File: src/design/kced_pkg.sv
// shared types, constants and key decode for the key click event detector
package kced_pkg;

    localparam int NUM_KEYS = 4;
    localparam int KEYS_W   = 4;
    localparam int KEY_W    = 3;
    localparam int KIND_W   = 2;
    localparam int CNT_W    = 16;
    localparam int CFG_IDX_W = 2;
    localparam int CFG_DATA_W = 16;

    localparam logic [CFG_IDX_W-1:0] REG_DOUBLE_MASK = 2'd0;
    localparam logic [CFG_IDX_W-1:0] REG_LONG_TICKS  = 2'd1;
    localparam logic [CFG_IDX_W-1:0] REG_GAP_TICKS   = 2'd2;

    localparam logic [KEYS_W-1:0] DOUBLE_MASK_RST = 4'd0;
    localparam logic [CNT_W-1:0]  LONG_TICKS_RST  = 16'd80;
    localparam logic [CNT_W-1:0]  GAP_TICKS_RST   = 16'd25;
    localparam logic [CNT_W-1:0]  CNT_MAX         = 16'hFFFF;

    typedef enum logic [2:0] {
        PH_IDLE     = 3'd0,
        PH_DEBOUNCE = 3'd1,
        PH_HELD     = 3'd2,
        PH_LONG     = 3'd3,
        PH_GAP      = 3'd4,
        PH_SECOND   = 3'd5,
        PH_DOUBLE   = 3'd6
    } phase_t;

    typedef enum logic [KIND_W-1:0] {
        KIND_SHORT  = 2'd0,
        KIND_LONG   = 2'd1,
        KIND_DOUBLE = 2'd2
    } kind_t;

    typedef struct packed {
        logic                 valid;
        logic [KEY_W-1:0]     key;
        kind_t                kind;
    } event_t;

    // lowest set bit wins, zero when no key is down
    function automatic logic [KEY_W-1:0] decode_keys(input logic [KEYS_W-1:0] bits);
        logic [KEY_W-1:0] k;
        k = '0;
        for (int i = NUM_KEYS - 1; i >= 0; i--)
        begin
            if (bits[i])
            begin
                k = KEY_W'(i + 1);
            end
        end
        return k;
    endfunction

endpackage

File: src/design/kced_fsm.sv
// key tracking state machine: phase, held key and tick counter, event decision
module kced_fsm (
    input  logic                          clk,
    input  logic                          rst_n,
    input  logic                          step,
    input  logic [kced_pkg::KEYS_W-1:0]   keys,
    input  logic [kced_pkg::KEYS_W-1:0]   double_mask,
    input  logic [kced_pkg::CNT_W-1:0]    long_ticks,
    input  logic [kced_pkg::CNT_W-1:0]    gap_ticks,
    output kced_pkg::event_t              ev
);

    kced_pkg::phase_t                 phase_reg, phase_next;
    logic [kced_pkg::KEY_W-1:0]       held_reg, held_next;
    logic [kced_pkg::CNT_W-1:0]       count_reg, count_next;

    logic [kced_pkg::KEY_W-1:0]       k;
    logic [kced_pkg::CNT_W-1:0]       count_inc;
    logic                             same_key;
    logic                             no_key;
    logic                             dbl_en;
    logic                             long_hit;
    logic                             gap_hit;

    always_comb
    begin
        k         = kced_pkg::decode_keys(keys);
        same_key  = (k == held_reg);
        no_key    = (k == '0);
        count_inc = (count_reg == kced_pkg::CNT_MAX) ? count_reg : count_reg + 1'b1;
        long_hit  = (count_inc >= long_ticks);
        gap_hit   = (count_inc >= gap_ticks);
        dbl_en    = 1'b0;
        for (int i = 0; i < kced_pkg::NUM_KEYS; i++)
        begin
            if (held_reg == kced_pkg::KEY_W'(i + 1) && double_mask[i])
            begin
                dbl_en = 1'b1;
            end
        end
    end

    // next state
    always_comb
    begin
        phase_next = phase_reg;
        held_next  = held_reg;
        count_next = count_reg;
        unique case (phase_reg)
            kced_pkg::PH_DEBOUNCE:
            begin
                if (same_key)
                begin
                    phase_next = kced_pkg::PH_HELD;
                    count_next = '0;
                end
                else
                begin
                    phase_next = kced_pkg::PH_IDLE;
                end
            end
            kced_pkg::PH_HELD:
            begin
                if (same_key)
                begin
                    count_next = count_inc;
                    if (long_hit)
                    begin
                        phase_next = kced_pkg::PH_LONG;
                    end
                end
                else if (no_key)
                begin
                    count_next = '0;
                    phase_next = dbl_en ? kced_pkg::PH_GAP : kced_pkg::PH_IDLE;
                end
                else
                begin
                    held_next  = k;
                    phase_next = kced_pkg::PH_DEBOUNCE;
                end
            end
            kced_pkg::PH_LONG, kced_pkg::PH_DOUBLE:
            begin
                if (no_key)
                begin
                    phase_next = kced_pkg::PH_IDLE;
                end
                else if (!same_key)
                begin
                    held_next  = k;
                    phase_next = kced_pkg::PH_DEBOUNCE;
                end
            end
            kced_pkg::PH_GAP:
            begin
                if (no_key)
                begin
                    count_next = count_inc;
                    if (gap_hit)
                    begin
                        phase_next = kced_pkg::PH_IDLE;
                    end
                end
                else if (same_key)
                begin
                    phase_next = kced_pkg::PH_SECOND;
                end
                else
                begin
                    held_next  = k;
                    phase_next = kced_pkg::PH_DEBOUNCE;
                end
            end
            kced_pkg::PH_SECOND:
            begin
                phase_next = same_key ? kced_pkg::PH_DOUBLE : kced_pkg::PH_GAP;
            end
            default:
            begin
                phase_next = kced_pkg::PH_IDLE;
                if (!no_key)
                begin
                    held_next  = k;
                    phase_next = kced_pkg::PH_DEBOUNCE;
                end
            end
        endcase
    end

    // event for this tick, always for the key held before the tick
    always_comb
    begin
        ev.valid = 1'b0;
        ev.key   = held_reg;
        ev.kind  = kced_pkg::KIND_SHORT;
        unique case (phase_reg)
            kced_pkg::PH_HELD:
            begin
                if (same_key)
                begin
                    ev.valid = long_hit;
                    ev.kind  = kced_pkg::KIND_LONG;
                end
                else if (no_key)
                begin
                    ev.valid = !dbl_en;
                end
                else
                begin
                    ev.valid = 1'b1;
                end
            end
            kced_pkg::PH_GAP:
            begin
                if (no_key)
                begin
                    ev.valid = gap_hit;
                end
                else if (!same_key)
                begin
                    ev.valid = 1'b1;
                end
            end
            kced_pkg::PH_SECOND:
            begin
                ev.valid = same_key;
                ev.kind  = kced_pkg::KIND_DOUBLE;
            end
            default:
            begin
                ev.valid = 1'b0;
            end
        endcase
    end

    always_ff @(posedge clk or negedge rst_n)
    begin
        if (!rst_n)
        begin
            phase_reg <= kced_pkg::PH_IDLE;
            held_reg  <= '0;
            count_reg <= '0;
        end
        else if (step)
        begin
            phase_reg <= phase_next;
            held_reg  <= held_next;
            count_reg <= count_next;
        end
    end

endmodule

File: src/design/key_click_event_detector.sv
// top level: config registers, input stage, key state machine and result register
// One scan tick per request, one request per cycle when the result side keeps up.
// A tick is captured in an input register and evaluated when it leaves that stage, and
// its event is then registered in the result register before it shows; each tick
// yields at most one event (short click, long press or double click). The rate is set
// by the state update of the key state machine, one per advancing tick. A stall on the result side
// holds the pending event and, once the input stage is full, stalls the input side.
// Configuration is written through cfg_we/cfg_index/cfg_data while no ticks are in
// flight; writes to an index beyond the register list are ignored.
module key_click_event_detector (
    input  logic                              clk,
    input  logic                              rst_n,
    input  logic                              in_valid,
    output logic                              in_stall,
    input  logic [kced_pkg::KEYS_W-1:0]       keys_pressed,
    output logic                              out_valid,
    input  logic                              out_stall,
    output logic [kced_pkg::KEY_W-1:0]        event_key,
    output logic [kced_pkg::KIND_W-1:0]       event_kind,
    input  logic                              cfg_we,
    input  logic [kced_pkg::CFG_IDX_W-1:0]    cfg_index,
    input  logic [kced_pkg::CFG_DATA_W-1:0]   cfg_data
);

    logic [kced_pkg::KEYS_W-1:0]  mask_reg;
    logic [kced_pkg::CNT_W-1:0]   long_reg;
    logic [kced_pkg::CNT_W-1:0]   gap_reg;

    logic                         stage_valid_reg, stage_valid_next;
    logic [kced_pkg::KEYS_W-1:0]  stage_keys_reg;
    logic                         out_valid_reg, out_valid_next;
    logic [kced_pkg::KEY_W-1:0]   event_key_reg;
    kced_pkg::kind_t              event_kind_reg;

    logic                         advance;
    logic                         accept;
    kced_pkg::event_t             ev;

    always_ff @(posedge clk or negedge rst_n)
    begin
        if (!rst_n)
        begin
            mask_reg <= kced_pkg::DOUBLE_MASK_RST;
            long_reg <= kced_pkg::LONG_TICKS_RST;
            gap_reg  <= kced_pkg::GAP_TICKS_RST;
        end
        else if (cfg_we)
        begin
            unique case (cfg_index)
                kced_pkg::REG_DOUBLE_MASK: mask_reg <= cfg_data[kced_pkg::KEYS_W-1:0];
                kced_pkg::REG_LONG_TICKS:  long_reg <= cfg_data[kced_pkg::CNT_W-1:0];
                kced_pkg::REG_GAP_TICKS:   gap_reg  <= cfg_data[kced_pkg::CNT_W-1:0];
                default:                   ;
            endcase
        end
    end

    // the staged tick moves on whenever the result register is free or draining
    assign advance  = stage_valid_reg && (!out_valid_reg || !out_stall);
    assign in_stall = stage_valid_reg && !advance;
    assign accept   = in_valid && !in_stall;

    always_comb
    begin
        if (accept)
        begin
            stage_valid_next = 1'b1;
        end
        else if (advance)
        begin
            stage_valid_next = 1'b0;
        end
        else
        begin
            stage_valid_next = stage_valid_reg;
        end

        if (advance)
        begin
            out_valid_next = ev.valid;
        end
        else
        begin
            out_valid_next = out_valid_reg && out_stall;
        end
    end

    kced_fsm u_fsm (
        .clk         (clk),
        .rst_n       (rst_n),
        .step        (advance),
        .keys        (stage_keys_reg),
        .double_mask (mask_reg),
        .long_ticks  (long_reg),
        .gap_ticks   (gap_reg),
        .ev          (ev)
    );

    always_ff @(posedge clk or negedge rst_n)
    begin
        if (!rst_n)
        begin
            stage_valid_reg <= 1'b0;
            out_valid_reg   <= 1'b0;
        end
        else
        begin
            stage_valid_reg <= stage_valid_next;
            out_valid_reg   <= out_valid_next;
        end
    end

    always_ff @(posedge clk)
    begin
        if (accept)
        begin
            stage_keys_reg <= keys_pressed;
        end
        if (advance && ev.valid)
        begin
            event_key_reg  <= ev.key;
            event_kind_reg <= ev.kind;
        end
    end

    assign out_valid  = out_valid_reg;
    assign event_key  = event_key_reg;
    assign event_kind = event_kind_reg;

endmodule
File: config.mk
export PLATFORM = sky130hd
export DESIGN_NAME = key_click_event_detector
export DESIGN_NICKNAME = d
export VERILOG_FILES = /design/src/design/kced_pkg.sv /design/src/design/kced_fsm.sv /design/src/design/key_click_event_detector.sv
export SDC_FILE = /design/constraint.sdc
export NUM_CORES = 1
export LEC_CHECK = 0
export BUFFER_PORTS_ARGS = -buffer_cell sky130_fd_sc_hd__buf_2
export CELL_PAD_IN_SITES_DETAIL_PLACEMENT = 1
export CELL_PAD_IN_SITES_GLOBAL_PLACEMENT = 1
export CORE_ASPECT_RATIO = 1.75
export CORE_UTILIZATION = 51
export CTS_CLUSTER_DIAMETER = 30
export DETAILED_ROUTE_END_ITERATION = 10
export PLACE_DENSITY_LB_ADDON = 0.08
export SLEW_MARGIN = 0
export SYNTH_ARGS = -nofsm -noshare
export SYNTH_HDL_FRONTEND = slang
export SYNTH_SLANG_ARGS = --single-unit
File: constraint.sdc
create_clock -name clk -period 6.6 [get_ports clk]
set_input_delay 0.33 -clock clk [delete_from_list [all_inputs] [get_ports clk]]
set_output_delay 0.33 -clock clk [all_outputs]
set_load 0.01 [all_outputs]
==> results.md, run 1 <==
* Synthesis-to-layout area growth at 12.3%
* Setup TNS Final at 0 ps
* GR Overflow Total at 0
* Max Cap Violations at 0
* Worst-margin pin slew at 1090 ps
* Post-synth ARST share at 87.0%
* Layout cells sized above 1 at 23.6%
* Crit Path Class: flip-flop to flip-flop
* Initial DRC Count at 203
* Ports at 34
* Part of the power in registers at 43.6%
* Buffers on Ports at 33
* Worst skew pair latency at 340 ps
* CP Capture Type: flip-flop
* Vias at 3259
* Peak supply drop at 278 µV
* Post-synth cell types at 59
* Post-route DRC violation count at 0
* DR vias/cell at 6.10
* Worst EP required at 6580 ps
* Max Clk Rate at 0.208 GHz
* P_sw at 0.409 mW
* Warnings, synthesis at 0
* CP arrival at 4790 ps
* Share of the synthesized area in the top cell type at 33.2%
* Total GRT Usage at 27.8%
* Clock Skew at 6.91 ps
* Pint at 0.882 mW
* Crit path max fanout at 9
* Net count, final at 499
* Post-synth top area cell: dfrtp_1
* Bufs on Longest Clock Path at 2
* Final hold vios at 0
* Die width at 70.2 µm
* CTS sink cnt at 69
* Finish-stage setup viols at 0
* Power per cell area at 277 mW/mm²
* #FFs+latches synth at 69
* Setup crit start kind: flip-flop
* Fill count at 876
* Cts hold-fix bufs at 0
* Mapped cell area at 0.00415 mm²
* Comb pwr share at 22.0%
* Post-Syn Instances at 404
* Largest net degree at the start of global routing at 61
* Cell row count at 43
* Pre-Repair DR Iteration Count at 4
* Die ar. at 0.00852 mm²
* Chip height at 121 µm
* CTS buffer count at 9
* Switch share at 31.7%
* Final WL at 11.0 mm
* CTS tree: yes
* GP Congestion at 0.867
* Crit share post-route at 72.9%
* Initial Utilization at 52.5%
* Leakage at 2.20 nW
* Core Box Area at 0.00791 mm²
* Post-CTS Setup Repair Bufs at 0
* Detail Route Antenna Nets at 0
* Number of synthesized flops with an enable pin at 9
* Status: finished, final reports clean
* H-tree depth at 3
* Hold Worst Slack at 150 ps
* Largest cells by area after synthesis: dfrtp_1 (33%), mux2_2 (11%), ha_1 (9.9%)
* Max_slew headroom at 26.6%
* Slew Limit Fails at 0
* DP HPWL at 8.24 mm
* Syn_nets at 464
* Clock power frac at 34.4%
* Diodes inserted at 0
* First-pass GRT wire length at 17.8 mm
* RSZ-0062 raised after global routing: no
* Clock slew at reported path FFs at 60 ps
* Syn_area_per_cell at 10.3 µm²
* Root buf cell: clkbuf_16
* Final worst path period need at 4810 ps
* Register area share after synthesis at 42.8%
* Hold/Removal Path Class: input pin to async pin
* Cts repair resizes at 0
* Initial antenna violation count at 0
* Ys flop type: dfrtp_1
* Drt wl/cell at 20.7 µm
* Vias in the first global route at 3514
critical path: stages (launching register included):
cell and delay (ps):
dfrtp_1 490, nand4_1 200, or3_1 410, or3_1 490, nor2_1 170, mux2_2 390
ha_1 310, nand4_1 170, nor3_1 380, or4b_2 650, nand3_1 200, o211ai_1 130
a21oi_1 460
per-stage QoR:
stage	power (mW)	setup WS, ps	instances	instance area, µm²	util [%]
global route	1.35	1540	534	4660	58.9
detailed placement	0.851	1870	518	4390	55.5
global placement	0.832	1980	518	4390	55.5
CTS	1.30	1760	534	4660	58.9
finish	1.29	1790	534	4660	58.9
floorplan	0.749	2430	404	4150	-
cell usage after synthesis, drive strengths merged (2+ instances only):
cell,instances
a22oi,6
or3,4
o21a,2
inv,41
a31oi,2
and2,5
nor4,3
or4b,2
nand3,10
a2bb2oi,2
clkbuf,8
nand2b,4
mux2,42
dfstp,5
o21ai,21
a32oi,2
a211oi,2
xor2,3
dfrtp,55
o211ai,2
mux2i,2
a21oi,19
a21o,3
nor2,12
nand3b,5
ha,33
nor3,5
nand2,40
xnor2,9
nand4,6
buf,2
edfxtp,9
and3,3
a2111oi,3
o31ai,13
cells in the final DEF, fill, tap and decap left out, types with 6 or more instances in the layout:
cell type	count
xnor2_1	9
a22oi_1	6
clkbuf_16	9
nand2_1	40
nor2_1	12
a21oi_1	19
edfxtp_1	9
buf_2	33
o31ai_1	9
ha_1	33
o21ai_0	21
mux2_2	42
dfrtp_1	55
inv_1	40
nand3_1	9
nand4_1	6
final timing paths:
kind / start / endpoint / slack [ps] / cells past startpoint
setup / recovery: u_fsm.count_reg[3] / event_key[2] / 1790 / 12
hold reg to reg: gap_reg[1] / gap_reg[1] / 500 / 1
setup reg to reg: u_fsm.count_reg[3] / event_key[2] / 1790 / 12
min in group clk: keys_pressed[0] / stage_keys_reg[0] / 170 / 1
hold / removal: rst_n / long_reg[7] / 150 / 2
max in group asynchronous: rst_n / u_fsm.count_reg[6] / 5930 / 2
area by class of cell:
class	count	area (µm²)	share of cell area (%)
Clock buffer	11	233	4.99
Clock inverter	5	37.5	0.806
Inverter	41	154	3.30
Multi-Input combinational cell	284	2170	46.6
Sequential cell	69	1780	38.2
Tap cell	90	113	2.42
Timing Repair Buffer	34	173	3.71
cell families after synthesis:
logic type               Yosys count  share of synthesized area (%)
AND/OR/NAND/NOR                  105                           13.1
AO/OA/AOI/OAI                     90                           14.9
flip-flops                        69                           42.8
buffers and inverters             51                           4.82
multiplexers                      44                           11.9
adder cells (fa/ha/maj)           33                           9.95
XOR/XNOR                          12                           2.53
metal layers:
metal | vias to the layer above | part of all wire, % | GRT usage (%)
li1 | 1542 | - | -
met1 | 1628 | 37 | 27.7
met2 | 63 | 57 | 54.6
met3 | 26 | 2.3 | 4.57
met4 | 0 | 3.5 | 12.8
met5 | - | 0 | 0
power by group through the flow:
stage	clock, mW	combinational (mW)	sequential (mW)
6_report	0.444	0.284	0.562
3_3_place_gp	0	0.268	0.564
5_1_grt	0.465	0.318	0.571
2_1_floorplan	0	0.202	0.546
3_5_place_dp	0	0.283	0.568
4_1_cts	0.447	0.289	0.563
No activity file was read; power rests on OpenSTA's default activity.
==> run 2, diff against run 1 <==
--- a/config.mk
+++ b/config.mk
@@ -5,11 +5,12 @@
 export SDC_FILE = /design/constraint.sdc
 export NUM_CORES = 1
 export LEC_CHECK = 0
+export ABC_AREA = 1
 export BUFFER_PORTS_ARGS = -buffer_cell sky130_fd_sc_hd__buf_2
 export CELL_PAD_IN_SITES_DETAIL_PLACEMENT = 1
 export CELL_PAD_IN_SITES_GLOBAL_PLACEMENT = 1
 export CORE_ASPECT_RATIO = 1.75
-export CORE_UTILIZATION = 51
+export CORE_UTILIZATION = 45
 export CTS_CLUSTER_DIAMETER = 30
 export DETAILED_ROUTE_END_ITERATION = 10
 export PLACE_DENSITY_LB_ADDON = 0.08
==> constraint.sdc (replaced) <==
create_clock -name clk -period 4.6 [get_ports clk]
set_input_delay 0.23 -clock clk [delete_from_list [all_inputs] [get_ports clk]]
set_output_delay 0.23 -clock clk [all_outputs]
set_load 0.01 [all_outputs]
==> results.md, run 2 <==
* Status: finished, final reports clean
* CTS sink cnt at 69
* Total GRT Usage at 26.2%
* Final hold vios at 0
* Warnings, synthesis at 0
* Ports at 34
* DR vias/cell at 5.11
* Cts hold-fix bufs at 0
* Cell with the most instances after synthesis: nand2_1
* Worst EP required at 4630 ps
* Wl on met1 at 5.09 mm
* Cell row count at 47
* Vias in the first global route at 4162
* Multi-input logic area at 0.00221 mm²
* Synthesis-to-layout area growth at 13.3%
* Hold/Removal Path Class: input pin to async pin
* Worst stage delay on the critical path at 430 ps
* # placed instances at 744
* Finish-stage setup viols at 0
* Max Cap Violations at 0
* Net count, final at 693
* Crit Path Class: flip-flop to flip-flop
* Reg2reg setup slack at 1310 ps
* CP Capture Type: flip-flop
* Ordered list of cells on the worst path: ha_1, nand2_2, nor2_2, nand4_2, nor2_2, inv_2, o21ai_0, ha_1, nand2_1, inv_1, nand3_1, nor3_1, nand2_1, nand4_1, nand2_1, nand2_1, nand2_1, inv_1
* Top Layer Used: met4
* Final WL at 12.2 mm
* Power per cell area at 403 mW/mm²
* Power Total at 2.02 mW
* CP arrival at 3320 ps
* GP Congestion at 0.886
* Metal3 WL at 238 µm
* Met2 routed WL at 6.42 mm
* Final instance count without filler cells at 760
* Vias at 3882
* Post-synth top cells: nand2_1 (198), inv_1 (95), dfrtp_1 (55)
* Clock slew at reported path FFs at 60 ps
* Max Clk Rate at 0.304 GHz
* Mapped cell area at 0.00442 mm²
* Die width at 76.9 µm
* Leakage at 2.75 nW
* Syn_area_per_cell at 7.38 µm²
* Buffers on Ports at 33
* Post-synth ARST share at 87.0%
* Cts repair resizes at 0
* Core Box Area at 0.00953 mm²
* Final worst path period need at 3290 ps
* GR Overflow Total at 0
* CTS buffer count at 9
* Commonest non-fill, non-tap cell in the layout: nand2_1
* Hold Worst Slack at 42.2 ps
* Max_slew headroom at 29.7%
* Setup crit start kind: flip-flop
* Worst-margin pin slew at 1050 ps
* Post-route DRC violation count at 0
* Crit path max fanout at 13
* Layout cells sized above 1 at 12.4%
* Initial DRC Count at 98
* Post-synth top area cell: dfrtp_1
* Most used cell, CP: nand2_1
* Register area share after synthesis at 40.2%
* Syn_nets at 659
* Diodes inserted at 0
* Post-Syn Instances at 599
* Root buf cell: clkbuf_16
* CTS tree: yes
* Peak supply drop at 226 µV
* Post-synth cell types at 32
* Worst skew pair latency at 340 ps
* Pre-Repair DR Iteration Count at 4
* Slew Limit Fails at 0
* RSZ-0062 raised after global routing: no
* H-tree depth at 3
* Die ar. at 0.0102 mm²
* Fill count at 1262
* Number of synthesized flops with an enable pin at 9
* First-pass GRT wire length at 20.5 mm
* Initial antenna violation count at 0
* Crit share post-route at 71.4%
* Setup TNS Final at 0 ps
* Ys flop type: dfrtp_1
* Most frequent cells in the layout: nand2_1 (198), inv_1 (95), dfrtp_1 (55), o21ai_0 (43), nand3_1 (35)
* Initial Utilization at 46.4%
* CP max stage cell: dfrtp_1
* Bufs on Longest Clock Path at 2
* Detail Route Antenna Nets at 0
* DP HPWL at 9.60 mm
* Clock Skew at 8.79 ps
* Post-CTS Setup Repair Bufs at 0
* Storage element area at 0.00178 mm²
* Share of the synthesized area in the top cell type at 31.1%
* Drt wl/cell at 16.1 µm
* #FFs+latches synth at 69
* Largest net degree at the start of global routing at 61
* Chip height at 133 µm
* Largest cells by area after synthesis: dfrtp_1 (31%), nand2_1 (17%), ha_1 (9.3%)
-- run 2: changes by cell type after synthesis, sizes merged, moves of 23 or more --
cell,change
nand2,+168
inv,+58
mux2,-42
nor2,+27
nand3,+25
o21ai,+23
-- run 2: kinds of logic (layout without fill, tap and decap cells) --
logic type                 count (synthesis)  in the layout  share of synthesized area, %
and+or+nand+nor                          304            304                          29.3
buffers and inverters                    111            150                          9.85
AOI/OAI and AO/OA                         69             69                          8.77
DFF                                       69             69                          40.2
adders and majority gates                 33             33                          9.34
xor gates and xnor gates                  13             13                          2.58
-- run 2: final cells by class --
cell class              instances  area share, %
inverters                     100           7.52
flip-flops and latches         69           35.5
multi-input cells             419           44.1
clock buffers                  12           5.34
repair buffers                 34           3.45
clock inverters                 4           1.10
well taps                     122           3.05
-- run 2: worst max-delay path: cells and delay by family (launching register included) --
family,cells,cell delay (ps)
flip-flops,1,430
AND/OR/NAND/NOR,12,1450
adder cells (fa/ha/maj),2,450
AO/OA/AOI/OAI,1,260
buffers and inverters,3,390
-- run 2: final timing paths --
path / from / to / cells after the start
setup / recovery: u_fsm.count_reg[0] / event_kind[0] / 18
hold / removal: rst_n / u_fsm.count_reg[7] / 2
setup reg to reg: u_fsm.count_reg[0] / event_kind[0] / 18
hold reg to reg: gap_reg[12] / gap_reg[12] / 2
max in group asynchronous: rst_n / u_fsm.count_reg[14] / 2
min in group clk: keys_pressed[3] / stage_keys_reg[3] / 1
-- run 2: through the flow --
step | area (µm²) | utilization, % | setup WS (ps)
6_report | 5010 | 52.6 | 1310
5_1_grt | 5010 | 52.6 | 981
4_1_cts | 5010 | 52.6 | 1360
3_5_place_dp | 4690 | 49.2 | 1380
3_3_place_gp | 4690 | 49.2 | 1490
2_1_floorplan | 4420 | - | 1920
-- run 2: layer usage --
layer / global-route usage [%] / vias to the layer above
met5: 0 / -
met4: 12.9 / 0
met3: 3.77 / 33
met2: 47.1 / 56
met1: 29.8 / 1838
li1: - / 1955
-- run 2: power breakdown --
group          switching, mW  total (mW)  leakage (nW)  internal [mW]
Clock                  0.269       0.738         0.154          0.469
Combinational          0.350       0.508          1.75          0.158
Sequential            0.0646       0.772         0.849          0.707
Total                  0.684        2.02          2.75           1.33
